===== config.mk =====
export PLATFORM = sky130hd
export DESIGN_NAME = recursive_mutex_wait_queue
export DESIGN_NICKNAME = d
export VERILOG_FILES = /design/src/hdl/rmwq_pkg.sv /design/src/hdl/recursive_mutex_wait_queue.sv /design/src/hdl/rmwq_ram.sv /design/src/hdl/rmwq_core.sv
export SDC_FILE = /design/constraint.sdc
export NUM_CORES = 1
export LEC_CHECK = 0
export ABC_AREA = 0
export CAP_MARGIN = 20
export CORE_MARGIN = 2
export CORE_UTILIZATION = 35
export CTS_CLUSTER_SIZE = 20
export DETAILED_ROUTE_END_ITERATION = 10
export DONT_BUFFER_PORTS = 1
export HOLD_SLACK_MARGIN = 0.02
export PLACE_DENSITY = 0.57
export SLEW_MARGIN = 40
export SYNTH_ARGS = -nofsm -noshare
export SYNTH_HDL_FRONTEND = slang
export SYNTH_HIERARCHICAL = 1
export SYNTH_SLANG_ARGS = --single-unit

===== constraint.sdc =====
create_clock -name clock -period 10.2 [get_ports clock]
set_input_delay 0 -clock clock [delete_from_list [all_inputs] [get_ports clock]]
set_output_delay 0 -clock clock [all_outputs]
set_load 0.01 [all_outputs]

===== src/hdl/rmwq_pkg.sv =====
package rmwq_pkg;

   // Widths fixed by the port definition
   localparam int OP_BITS     = 2;
   localparam int CTX_FIELD   = 8;
   localparam int STATUS_BITS = 3;

   typedef enum logic [OP_BITS-1:0] {
      OP_TRYLOCK = 2'd0,
      OP_LOCK    = 2'd1,
      OP_UNLOCK  = 2'd2
   } op_type;

   typedef enum logic [STATUS_BITS-1:0] {
      ST_OK        = 3'd0,
      ST_BUSY      = 3'd1,
      ST_QUEUED    = 3'd2,
      ST_FULL      = 3'd3,
      ST_UNDERFLOW = 3'd4,
      ST_SATURATED = 3'd5
   } status_type;

   typedef struct packed {
      op_type                 operation;
      logic [CTX_FIELD-1:0]   requester;
   } req_type;

   typedef struct packed {
      status_type             status;
      logic                   wake_valid;
      logic [CTX_FIELD-1:0]   wake_context;
      logic                   held;
   } rsp_type;

endpackage


===== src/hdl/recursive_mutex_wait_queue.sv =====
// A request passes through the input register and then the result register before its rsp beat.
// One request per cycle while rsp_stall does not hold the result; the owner, count and queue ends update in one pass.
// Wake-up context comes from a registered-read RAM holding the waiters.
// Reset (synchronous, active high): mutex free, count 0, queue empty, recursive mode off.
// Queue storage is not cleared; only pushed entries are ever popped.
module recursive_mutex_wait_queue
   import rmwq_pkg::*;
#(
   parameter int WAIT_DEPTH   = 16,
   parameter int CONTEXT_BITS = 8,
   parameter int COUNT_MAX    = 255
) (
   input  logic                   clock,
   input  logic                   reset,
   // request channel
   input  logic                   req_valid,
   output logic                   req_stall,
   input  logic [OP_BITS-1:0]     req_operation,
   input  logic [CTX_FIELD-1:0]   req_requester,
   // result channel
   output logic                   rsp_valid,
   input  logic                   rsp_stall,
   output logic [STATUS_BITS-1:0] rsp_status,
   output logic                   rsp_wake_valid,
   output logic [CTX_FIELD-1:0]   rsp_wake_context,
   output logic                   rsp_held,
   // configuration
   input  logic                   csr_valid,
   output logic                   csr_ready,
   input  logic                   csr_recursive_mode
);

   // Only the low context bits take part; the port is eight bits wide
   localparam int CtxW = (CONTEXT_BITS < CTX_FIELD) ? CONTEXT_BITS : CTX_FIELD;

   logic    in_vld_ff, in_vld_in;
   req_type req_ff;
   logic    out_vld_ff, out_vld_in;
   rsp_type rsp_ff, core_rsp;
   logic    mode_ff;
   logic    go, req_take;

   // Request in the input register moves on when the result register is free
   // or being emptied this cycle.
   assign go        = in_vld_ff && (!out_vld_ff || !rsp_stall);
   assign req_stall = in_vld_ff && !go;
   assign req_take  = req_valid && !req_stall;
   assign csr_ready = 1'b1;

   always_comb begin
      in_vld_in = in_vld_ff;
      if (req_take) begin
         in_vld_in = 1'b1;
      end else if (go) begin
         in_vld_in = 1'b0;
      end
      out_vld_in = out_vld_ff;
      if (go) begin
         out_vld_in = 1'b1;
      end else if (!rsp_stall) begin
         out_vld_in = 1'b0;
      end
   end

   always_ff @(posedge clock) begin
      if (reset) begin
         in_vld_ff  <= 1'b0;
         out_vld_ff <= 1'b0;
         mode_ff    <= 1'b0;
      end else begin
         in_vld_ff  <= in_vld_in;
         out_vld_ff <= out_vld_in;
         if (csr_valid && csr_ready) begin
            mode_ff <= csr_recursive_mode;
         end
      end
      if (req_take) begin
         req_ff.operation <= op_type'(req_operation);
         req_ff.requester <= req_requester;
      end
      if (go) begin
         rsp_ff <= core_rsp;
      end
   end

   // Mutex state, decision logic and waiter queue
   rmwq_core #(
      .WAIT_DEPTH (WAIT_DEPTH),
      .CTX_W      (CtxW),
      .COUNT_MAX  (COUNT_MAX)
   ) u_core (
      .clock (clock),
      .reset (reset),
      .go    (go),
      .mode  (mode_ff),
      .req   (req_ff),
      .rsp   (core_rsp)
   );

   assign rsp_valid        = out_vld_ff;
   assign rsp_status       = rsp_ff.status;
   assign rsp_wake_valid   = rsp_ff.wake_valid;
   assign rsp_wake_context = rsp_ff.wake_context;
   assign rsp_held         = rsp_ff.held;

endmodule


===== src/hdl/rmwq_ram.sv =====
module rmwq_ram #(
   parameter int WIDTH = 8,
   parameter int DEPTH = 16
) (
   input  logic                     clock,
   input  logic                     wr_en,
   input  logic [$clog2(DEPTH)-1:0] wr_addr,
   input  logic [WIDTH-1:0]         wr_data,
   input  logic [$clog2(DEPTH)-1:0] rd_addr,
   output logic [WIDTH-1:0]         rd_data
);

   logic [WIDTH-1:0] mem_ff [DEPTH];
   logic [WIDTH-1:0] rd_data_ff;

   always_ff @(posedge clock) begin
      if (wr_en) begin
         mem_ff[wr_addr] <= wr_data;
      end
      rd_data_ff <= mem_ff[rd_addr];
   end

   assign rd_data = rd_data_ff;

endmodule


===== src/hdl/rmwq_core.sv =====
module rmwq_core
   import rmwq_pkg::*;
#(
   parameter int WAIT_DEPTH = 16,
   parameter int CTX_W      = 8,
   parameter int COUNT_MAX  = 255
) (
   input  logic    clock,
   input  logic    reset,
   input  logic    go,
   input  logic    mode,
   input  req_type req,
   output rsp_type rsp
);

   localparam int PtrW  = $clog2(WAIT_DEPTH);
   localparam int FillW = $clog2(WAIT_DEPTH + 1);
   localparam int CntW  = $clog2(COUNT_MAX + 1);

   logic [CTX_W-1:0] owner_ff, owner_in;
   logic             owner_vld_ff, owner_vld_in;
   logic [CntW-1:0]  count_ff, count_in;
   logic [PtrW-1:0]  head_ff, head_in;
   logic [PtrW-1:0]  tail_ff, tail_in;
   logic [FillW-1:0] fill_ff, fill_in;
   logic             byp_hit_ff;
   logic [CTX_W-1:0] byp_data_ff;

   logic             push, pop, self_owned;
   logic [CTX_W-1:0] who, head_word, ram_rdata;

   function automatic logic [PtrW-1:0] next_slot(input logic [PtrW-1:0] p);
      return (p == PtrW'(WAIT_DEPTH - 1)) ? '0 : p + 1'b1;
   endfunction

   assign who        = req.requester[CTX_W-1:0];
   assign self_owned = mode && owner_vld_ff && (owner_ff == who);
   // RAM reads at the next head every cycle; a write to that slot is bypassed
   assign head_word  = byp_hit_ff ? byp_data_ff : ram_rdata;

   always_comb begin
      owner_in     = owner_ff;
      owner_vld_in = owner_vld_ff;
      count_in     = count_ff;
      push         = 1'b0;
      pop          = 1'b0;
      rsp.status       = ST_OK;
      rsp.wake_valid   = 1'b0;
      rsp.wake_context = '0;
      if (go) begin
         case (op_type'(req.operation))
            OP_TRYLOCK, OP_LOCK: begin
               if (self_owned) begin
                  if (count_ff >= CntW'(COUNT_MAX)) begin
                     rsp.status = ST_SATURATED;
                  end else begin
                     count_in = count_ff + 1'b1;
                  end
               end else if (count_ff != '0) begin
                  if (req.operation == OP_TRYLOCK) begin
                     rsp.status = ST_BUSY;
                  end else if (fill_ff == FillW'(WAIT_DEPTH)) begin
                     rsp.status = ST_FULL;
                  end else begin
                     push       = 1'b1;
                     rsp.status = ST_QUEUED;
                  end
               end else begin
                  owner_in     = who;
                  owner_vld_in = 1'b1;
                  count_in     = CntW'(1);
               end
            end
            OP_UNLOCK: begin
               if (count_ff == '0) begin
                  rsp.status = ST_UNDERFLOW;
               end else begin
                  count_in = count_ff - 1'b1;
                  if (count_ff == CntW'(1)) begin
                     owner_in     = '0;
                     owner_vld_in = 1'b0;
                     if (fill_ff != '0) begin
                        pop              = 1'b1;
                        rsp.wake_valid   = 1'b1;
                        rsp.wake_context = CTX_FIELD'(head_word);
                     end
                  end
               end
            end
            default: begin
               // unknown code: no change, held reported as is
            end
         endcase
      end
      rsp.held = (count_in != '0);
   end

   always_comb begin
      head_in = pop ? next_slot(head_ff) : head_ff;
      tail_in = push ? next_slot(tail_ff) : tail_ff;
      fill_in = fill_ff;
      if (push) begin
         fill_in = fill_ff + 1'b1;
      end else if (pop) begin
         fill_in = fill_ff - 1'b1;
      end
   end

   always_ff @(posedge clock) begin
      if (reset) begin
         owner_ff     <= '0;
         owner_vld_ff <= 1'b0;
         count_ff     <= '0;
         head_ff      <= '0;
         tail_ff      <= '0;
         fill_ff      <= '0;
         byp_hit_ff   <= 1'b0;
      end else begin
         owner_ff     <= owner_in;
         owner_vld_ff <= owner_vld_in;
         count_ff     <= count_in;
         head_ff      <= head_in;
         tail_ff      <= tail_in;
         fill_ff      <= fill_in;
         byp_hit_ff   <= push && (tail_ff == head_in);
      end
      byp_data_ff <= who;
   end

   rmwq_ram #(
      .WIDTH (CTX_W),
      .DEPTH (WAIT_DEPTH)
   ) u_wait_ram (
      .clock   (clock),
      .wr_en   (push),
      .wr_addr (tail_ff),
      .wr_data (who),
      .rd_addr (head_in),
      .rd_data (ram_rdata)
   );

   a_fill_bound: assert property (@(posedge clock) disable iff (reset)
      fill_ff <= FillW'(WAIT_DEPTH))
      else $error("wait queue fill beyond depth");

   a_owner_count: assert property (@(posedge clock) disable iff (reset)
      owner_vld_ff == (count_ff != '0))
      else $error("owner flag out of step with hold count");

   a_count_bound: assert property (@(posedge clock) disable iff (reset)
      count_ff <= CntW'(COUNT_MAX))
      else $error("hold count beyond maximum");

   a_empty_ptrs: assert property (@(posedge clock) disable iff (reset)
      (fill_ff == '0) |-> (head_ff == tail_ff))
      else $error("empty queue with apart pointers");

   a_push_fill: assert property (@(posedge clock) disable iff (reset)
      push |=> (fill_ff == $past(fill_ff) + 1'b1))
      else $error("push did not raise fill");

endmodule

== Word-level counts from Yosys, hierarchy flattened ==
Memory sizes are Yosys's and may differ from the RTL's. A register that Yosys moved wholly into a read port is not among the register bits.
Cells that the tools add are included.
Widths: inputs -> output; s select.

* Flip-flop bits (word level): 65
* Bits in latches: 0
* RAM bits: 128
* Bits in read-only memories: 0
* Output and inout bits: 16
* Logic and storage cells: 111
* Memories kept: 1

* $add $sub $neg: 6
* $mul: 0
* Divide/modulo/power cells: 0
* $lt $le $gt $ge: 1
* Equality and inequality tests: 13
* Shifts and indexed selects: 0
* Muxes and demuxes: 47
* Bitwise operators: 3
* Reductions and logical operators: 23

{| class="wikitable"
|+ Memory list
! name !! words !! width !! rd ports !! clocked after memory_dff !! write ports !! line !! RTL
|-
| u_core.u_wait_ram.mem_ff || 16 || 8 || 1 || 1 || 1 || rmwq_ram.sv:13 || <nowiki>logic [WIDTH-1:0] mem_ff [DEPTH];</nowiki>
|}

{| class="wikitable"
|+ Operators by type and width
! operator !! number
|-
| $mux 8 || 10
|-
| $pmux 8 s2 || 2
|-
| $mux 1 || 22
|-
| $reduce_bool 8->1 || 2
|-
| $mux 3 || 4
|-
| $mux 4 || 3
|-
| $mux 5 || 2
|-
| $mux 9 || 1
|-
| $add 4x1->4 const B || 2
|-
| $add 8x1->8 const B || 1
|-
| $eq 4x4->1 const B || 2
|-
| $eq 8x1->1 const B || 1
|-
| $eq 8x8->1 || 1
|-
| $ge 8x8->1 const B || 1
|-
| $logic_not 8->1 || 1
|-
| $sub 8x1->8 const B || 1
|-
| $logic_and 1x1->1 || 6
|-
| $ne 2x2->1 const B || 3
|-
| $pmux 3 s2 || 1
|-
| $reduce_and 6->1 || 1
|-
| $reduce_bool 2->1 || 3
|-
| $add 5x1->5 const B || 1
|-
| $eq 5x5->1 const B || 1
|-
| $reduce_bool 5->1 || 1
|-
| other kinds (14) || 20
|}

== Logic depth before layout (Yosys ltp) ==
* Depth in word-level cells: 9
* Mapped depth: 13
* Mapped depth without buffers: 12

== Cells and area by module ==
Netlist, hierarchy kept.

{| class="wikitable"
|+ Modules (own cells, without submodules)
! module !! instances !! cells each !! area each (um2) !! seq. area each (um2)
|-
| rmwq_ram || 1 || 229 || 5147.4 || 4003.8
|-
| rmwq_core || 1 || 310 || 2494.9 || 780.7
|-
| recursive_mutex_wait_queue || 1 || 38 || 822.0 || 750.7
|}

== Least setup slack after synthesis ==
OpenSTA, ideal clock, no wires.

* Kind: register -> register
* From: reg in_vld_ff
* To: mem u_core.u_wait_ram.mem_ff[0][0] (enable)
* Arrival time: 3.533 ns
* Data required time: 9.817 ns
* Setup slack: 6.283 ns
* Stages on the path, launching flop included: 9
* Path buffers: 1
* Clock period less this slack: 3.917 ns
* Cells stage by stage: dfxtp_1 -> a21boi_0 -> nor2b_1 -> clkbuf_1 -> nand2_1 -> nand4b_1 -> inv_1 -> or3b_2 -> nor3_1

* Word-level cells in the longest chain between the ends: 4

{| class="wikitable"
|+ RTL lines
! element !! line !! RTL
|-
| from (decl) || recursive_mutex_wait_queue.sv:36 || <nowiki>logic in_vld_ff, in_vld_in;</nowiki>
|-
| from (signal assigned) || recursive_mutex_wait_queue.sv:71 || <nowiki>in_vld_ff <= in_vld_in;</nowiki>
|-
| $logic_and 1x1->1 || recursive_mutex_wait_queue.sv:45 || <nowiki>assign go = in_vld_ff && (!out_vld_ff || !rsp_stall);</nowiki>
|-
| via go || recursive_mutex_wait_queue.sv:41 || <nowiki>logic go, req_take;</nowiki>
|-
| $mux 1 || rmwq_core.sv:50 || <nowiki>if (go) begin</nowiki>
|-
| via u_core.push || rmwq_core.sv:29 || <nowiki>logic push, pop, self_owned;</nowiki>
|-
| $mux 1 || rmwq_ram.sv:17 || <nowiki>if (wr_en) begin</nowiki>
|-
| $mux 1 (implied by the code) || rmwq_ram.sv:18 || <nowiki>mem_ff[wr_addr] <= wr_data;</nowiki>
|-
| to (decl) || rmwq_ram.sv:13 ||
|}

The timed path passes the listed nets, and every way through them passes these cells.

== Worst setup path after layout ==
* From: reg req_ff[7] (netlist bit)
* To: mem u_core.u_wait_ram.mem_ff[1][4] (enable)

* Word-level cells in the longest chain between the ends: 7

{| class="wikitable"
|+ RTL lines
! element !! line !! RTL
|-
| from (decl) || recursive_mutex_wait_queue.sv:37 || <nowiki>req_type req_ff;</nowiki>
|-
| $eq 8x8->1 || rmwq_core.sv:37 || <nowiki>assign self_owned = mode && owner_vld_ff && (owner_ff == who);</nowiki>
|-
| $logic_and 1x1->1 || rmwq_core.sv:37 ||
|-
| $mux 1 || rmwq_core.sv:53 || <nowiki>if (self_owned) begin</nowiki>
|-
| $mux 1 || rmwq_core.sv:51 || <nowiki>case (op_type'(req.operation))</nowiki>
|-
| $mux 1 || rmwq_core.sv:50 ||
|-
| via u_core.push || rmwq_core.sv:29 ||
|-
| $mux 1 || rmwq_ram.sv:17 ||
|-
| $mux 1 (implied by the code) || rmwq_ram.sv:18 ||
|}

The timed path passes the listed nets, and every way through them passes these cells.

==> flow_metrics.env <==
export IMPL_status="completed"
export IMPL_drv_cap=0
export IMPL_cts_tree="built"
export IMPL_r2r_setup_slack_ns=6.22
export IMPL_yosys_top_cells_area="edfxtp_1 54%, dfxtp_1 12%, mux4_2 4.8%, mux4_1 4.3%, nor2_1 2.6%"
export IMPL_hold_path_class="in2reg"
export IMPL_clkPwrFrac_pct=44.5
export IMPL_setup_ws_ns=6.22
export IMPL_synth_area_per_cell_um2=14.7
export IMPL_post_place_ws_ns=6.19
export IMPL_rsz0062_at_grt="false"
export IMPL_final_core_util_pct=41.3
export IMPL_cts_clk_slew_worst_paths_ns=0.06
export IMPL_crit_path_end="u_core/u_wait_ram/mem_ff[1][4]$_DFFE_PP_"
export IMPL_yosysWarningCount=6
export IMPL_synth_cell_types=73
export IMPL_drc=0
export IMPL_firstDrtPassIters=5
export IMPL_arrival_ns=4.10
export IMPL_p_total_mw=1.75
export IMPL_required_ns=10.32
export IMPL_fmax_mhz=251
export IMPL_n_antenna_cell=0
export IMPL_cts_root_buf="clkbuf_16"
export IMPL_post_route_min_period_ns=3.98
export IMPL_p_sw_uw=366
export IMPL_place_area_um2=8830
export IMPL_ys_seq_elements=201
export IMPL_synth_edf_count=151
export IMPL_place_gp_congestion=0.811
export IMPL_worst_setup_path_end_kind="flop"
export IMPL_internal_power_mw=1.38
export IMPL_ys_seq_area_share_pct=65.4
export IMPL_syn_nets=603
export IMPL_die_w_um=160
export IMPL_crit_type="reg2reg"
export IMPL_swShare_pct=21.0
export IMPL_startpoint_type="flop"
export IMPL_synth_most_common_cell="edfxtp_1"
export IMPL_row_count=56
export IMPL_worst_r2r_path_depth=7
export IMPL_relSlewSlack_pct=48.1
export IMPL_p_per_area_nw_per_um2=179
export IMPL_layout_nets=628
export IMPL_timing_hold_ws_ns=0.127
export IMPL_dieArea_um2=25400
export IMPL_grt_usage_pct=15.0
export IMPL_hold_viol_final=0
export IMPL_ant_nets=0
export IMPL_vias=4992
export IMPL_tightest_slew_ns=0.777
export IMPL_io_buffers=0
export IMPL_setup_viol=0
export IMPL_power_frac_seq_pct=52.0
export IMPL_synth_flop_cell="edfxtp_1"
export IMPL_synthTopCellsByCount="151 x edfxtp_1, 59 x nor2_1, 50 x dfxtp_1, 40 x nand2_1, 20 x a21oi_1"
export IMPL_core_um2=23600
export IMPL_async_flop_share_pct=0
export IMPL_clk_latency_ns=0.50
export IMPL_die_h_um=160
export IMPL_syn_inst=577
export IMPL_rr_startpoint="req_ff[7]$_DFFE_PP_"
export IMPL_rr_endpoint="u_core/u_wait_ram/mem_ff[1][4]$_DFFE_PP_"
export IMPL_numCtsBuffers=22
export IMPL_cts_sinks=201
export IMPL_fin_skew_ns=0.0124
export IMPL_wire_per_inst_um=20.1
export IMPL_fin_crit_sh_pct=39.0
export IMPL_p_comb_share_pct=3.5
export IMPL_crit_start="req_ff[7]$_DFFE_PP_"
export IMPL_drv_slew=0
export IMPL_yosysTopAreaCellShare_pct=53.6
export IMPL_hold_path_startpoint="rsp_stall"
export IMPL_start_util_pct=35.8
export IMPL_synth_largest_area_cell="edfxtp_1"
export IMPL_ir_drop_uv=128
export IMPL_place_inst=880
export IMPL_final_area_um2=9740
export IMPL_grt_pass1_vias=4949
export IMPL_fin_setup_tns_ns=0
export IMPL_crit_fanout=19
export IMPL_drive_gt1_share_pct=16.3
export IMPL_fin_cells=937
export IMPL_via_per_inst=5.33
export IMPL_place_hpwl_um=12000
export IMPL_drt_initial_drc_count=434
export IMPL_synthesis_area_um2=8460
export IMPL_grt_pass1_wl_um=29400
export IMPL_cts_path_max_buffers=3
export IMPL_grt_antenna_before_repair=0
export IMPL_power_leakage_nw=3.26
export IMPL_cts_htree_levels=1
export IMPL_area_delta_synth_final_pct=15.1
export IMPL_grt_max_degree=35
export IMPL_io_pins=32
export IMPL_grt_remaining_overflow=0
export IMPL_wirelength_um=18900
final cells by class:
type,count,area (um^2)
Sequential cell,201,5540
Inverter,14,53.8
Timing Repair Buffer,26,248
Tap cell,319,399
Fill cell,2159,13900
Clock buffer,26,628
Multi-Input combinational cell,337,2780
Clock inverter,14,100
how the worst min path moves through the flow:
stage,cells past startpoint,end,slack [ns]
floorplan,1,in_vld_ff$_SDFFE_PP0P_,0.06
global placement,1,in_vld_ff$_SDFFE_PP0P_,0.07
detailed placement,1,in_vld_ff$_SDFFE_PP0P_,0.07
CTS,1,req_ff[6]$_DFFE_PP_,0.11
global route,1,req_ff[7]$_DFFE_PP_,0.12
finish,4,req_ff[0]$_DFFE_PP_,0.13
cells in the final DEF, fill, tap and decap left out, types with 12 or more instances in the layout:
| master | n |
|---|---|
| a21oi_1 | 20 |
| clkbuf_16 | 24 |
| nand2_1 | 40 |
| dlygate4sd3_1 | 16 |
| mux4_1 | 14 |
| edfxtp_1 | 151 |
| dfxtp_1 | 50 |
| a22oi_1 | 18 |
| mux4_2 | 18 |
| inv_1 | 12 |
| nor2_1 | 49 |
| mux2i_1 | 19 |
kinds of logic (layout without fill, tap and decap cells):
| family | count (synthesis) | count (layout) | share of synthesized area, % |
|---|---|---|---|
| flip-flops | 201 | 201 | 65.4 |
| AND/OR/NAND/NOR | 172 | 172 | 10.2 |
| AO/OA/AOI/OAI | 85 | 85 | 6.86 |
| multiplexers | 53 | 53 | 11.6 |
| buffers and inverters | 39 | 80 | 2.56 |
| XOR/XNOR | 16 | 16 | 1.74 |
| adder cells (fa/ha/maj) | 10 | 10 | 1.57 |
| other | 1 | 1 | 0.0443 |
sequential cells by signal, indices dropped and copies added, names as in the netlist:
name and count:
mode_ff 1, u_core/byp_data_ff 8, in_vld_ff 1, u_core/u_wait_ram/mem_ff 128, rsp_wake_context 8, u_core/fill_ff 5, rsp_valid 1, req_ff 10
u_core/count_ff 8, rsp_status 3, u_core/head_ff 4, rsp_wake_valid 1, u_core/u_wait_ram/rd_data 8, u_core/owner_vld_ff 1, u_core/owner_ff 8, rsp_held 1
u_core/tail_ff 4, u_core/byp_hit_ff 1
repair_timing:
action / 4_1_cts / 5_1_grt
gates resized for setup: 0 / 0
buffers inserted: 0 / 0
hold endpoints to repair: 67 / 0
hold buffers: 17 / 0
critical path, cell delays in order (launching register included):
cell      delay (ns)
edfxtp_1        0.78
xor2_1          0.32
nor4_4          0.10
nand3b_2        0.35
nand4b_1        0.61
inv_1           0.39
or3b_2          0.55
nor2_2          0.49
power groups by stage:
| stage | clock [mW] | sequential [mW] | combinational (mW) |
|---|---|---|---|
| after CTS | 0.798 | 0.909 | 0.0615 |
| final | 0.778 | 0.909 | 0.0616 |
| after global placement | 0 | 0.926 | 0.0522 |
| after global routing | 0.833 | 0.911 | 0.0691 |
| after detailed placement | 0 | 0.927 | 0.0530 |
| after floorplan | 0 | 0.918 | 0.0445 |
per-layer routing:
metal  GRT usage [%]  vias up  wire length [um]
met3            2.37       28              1050
li1                -     2273                 -
met4            3.43        0               351
met2            24.7      146              9000
met5               0        -                 0
met1            20.8     2545              8460
Power figures use the tool's default switching activity.
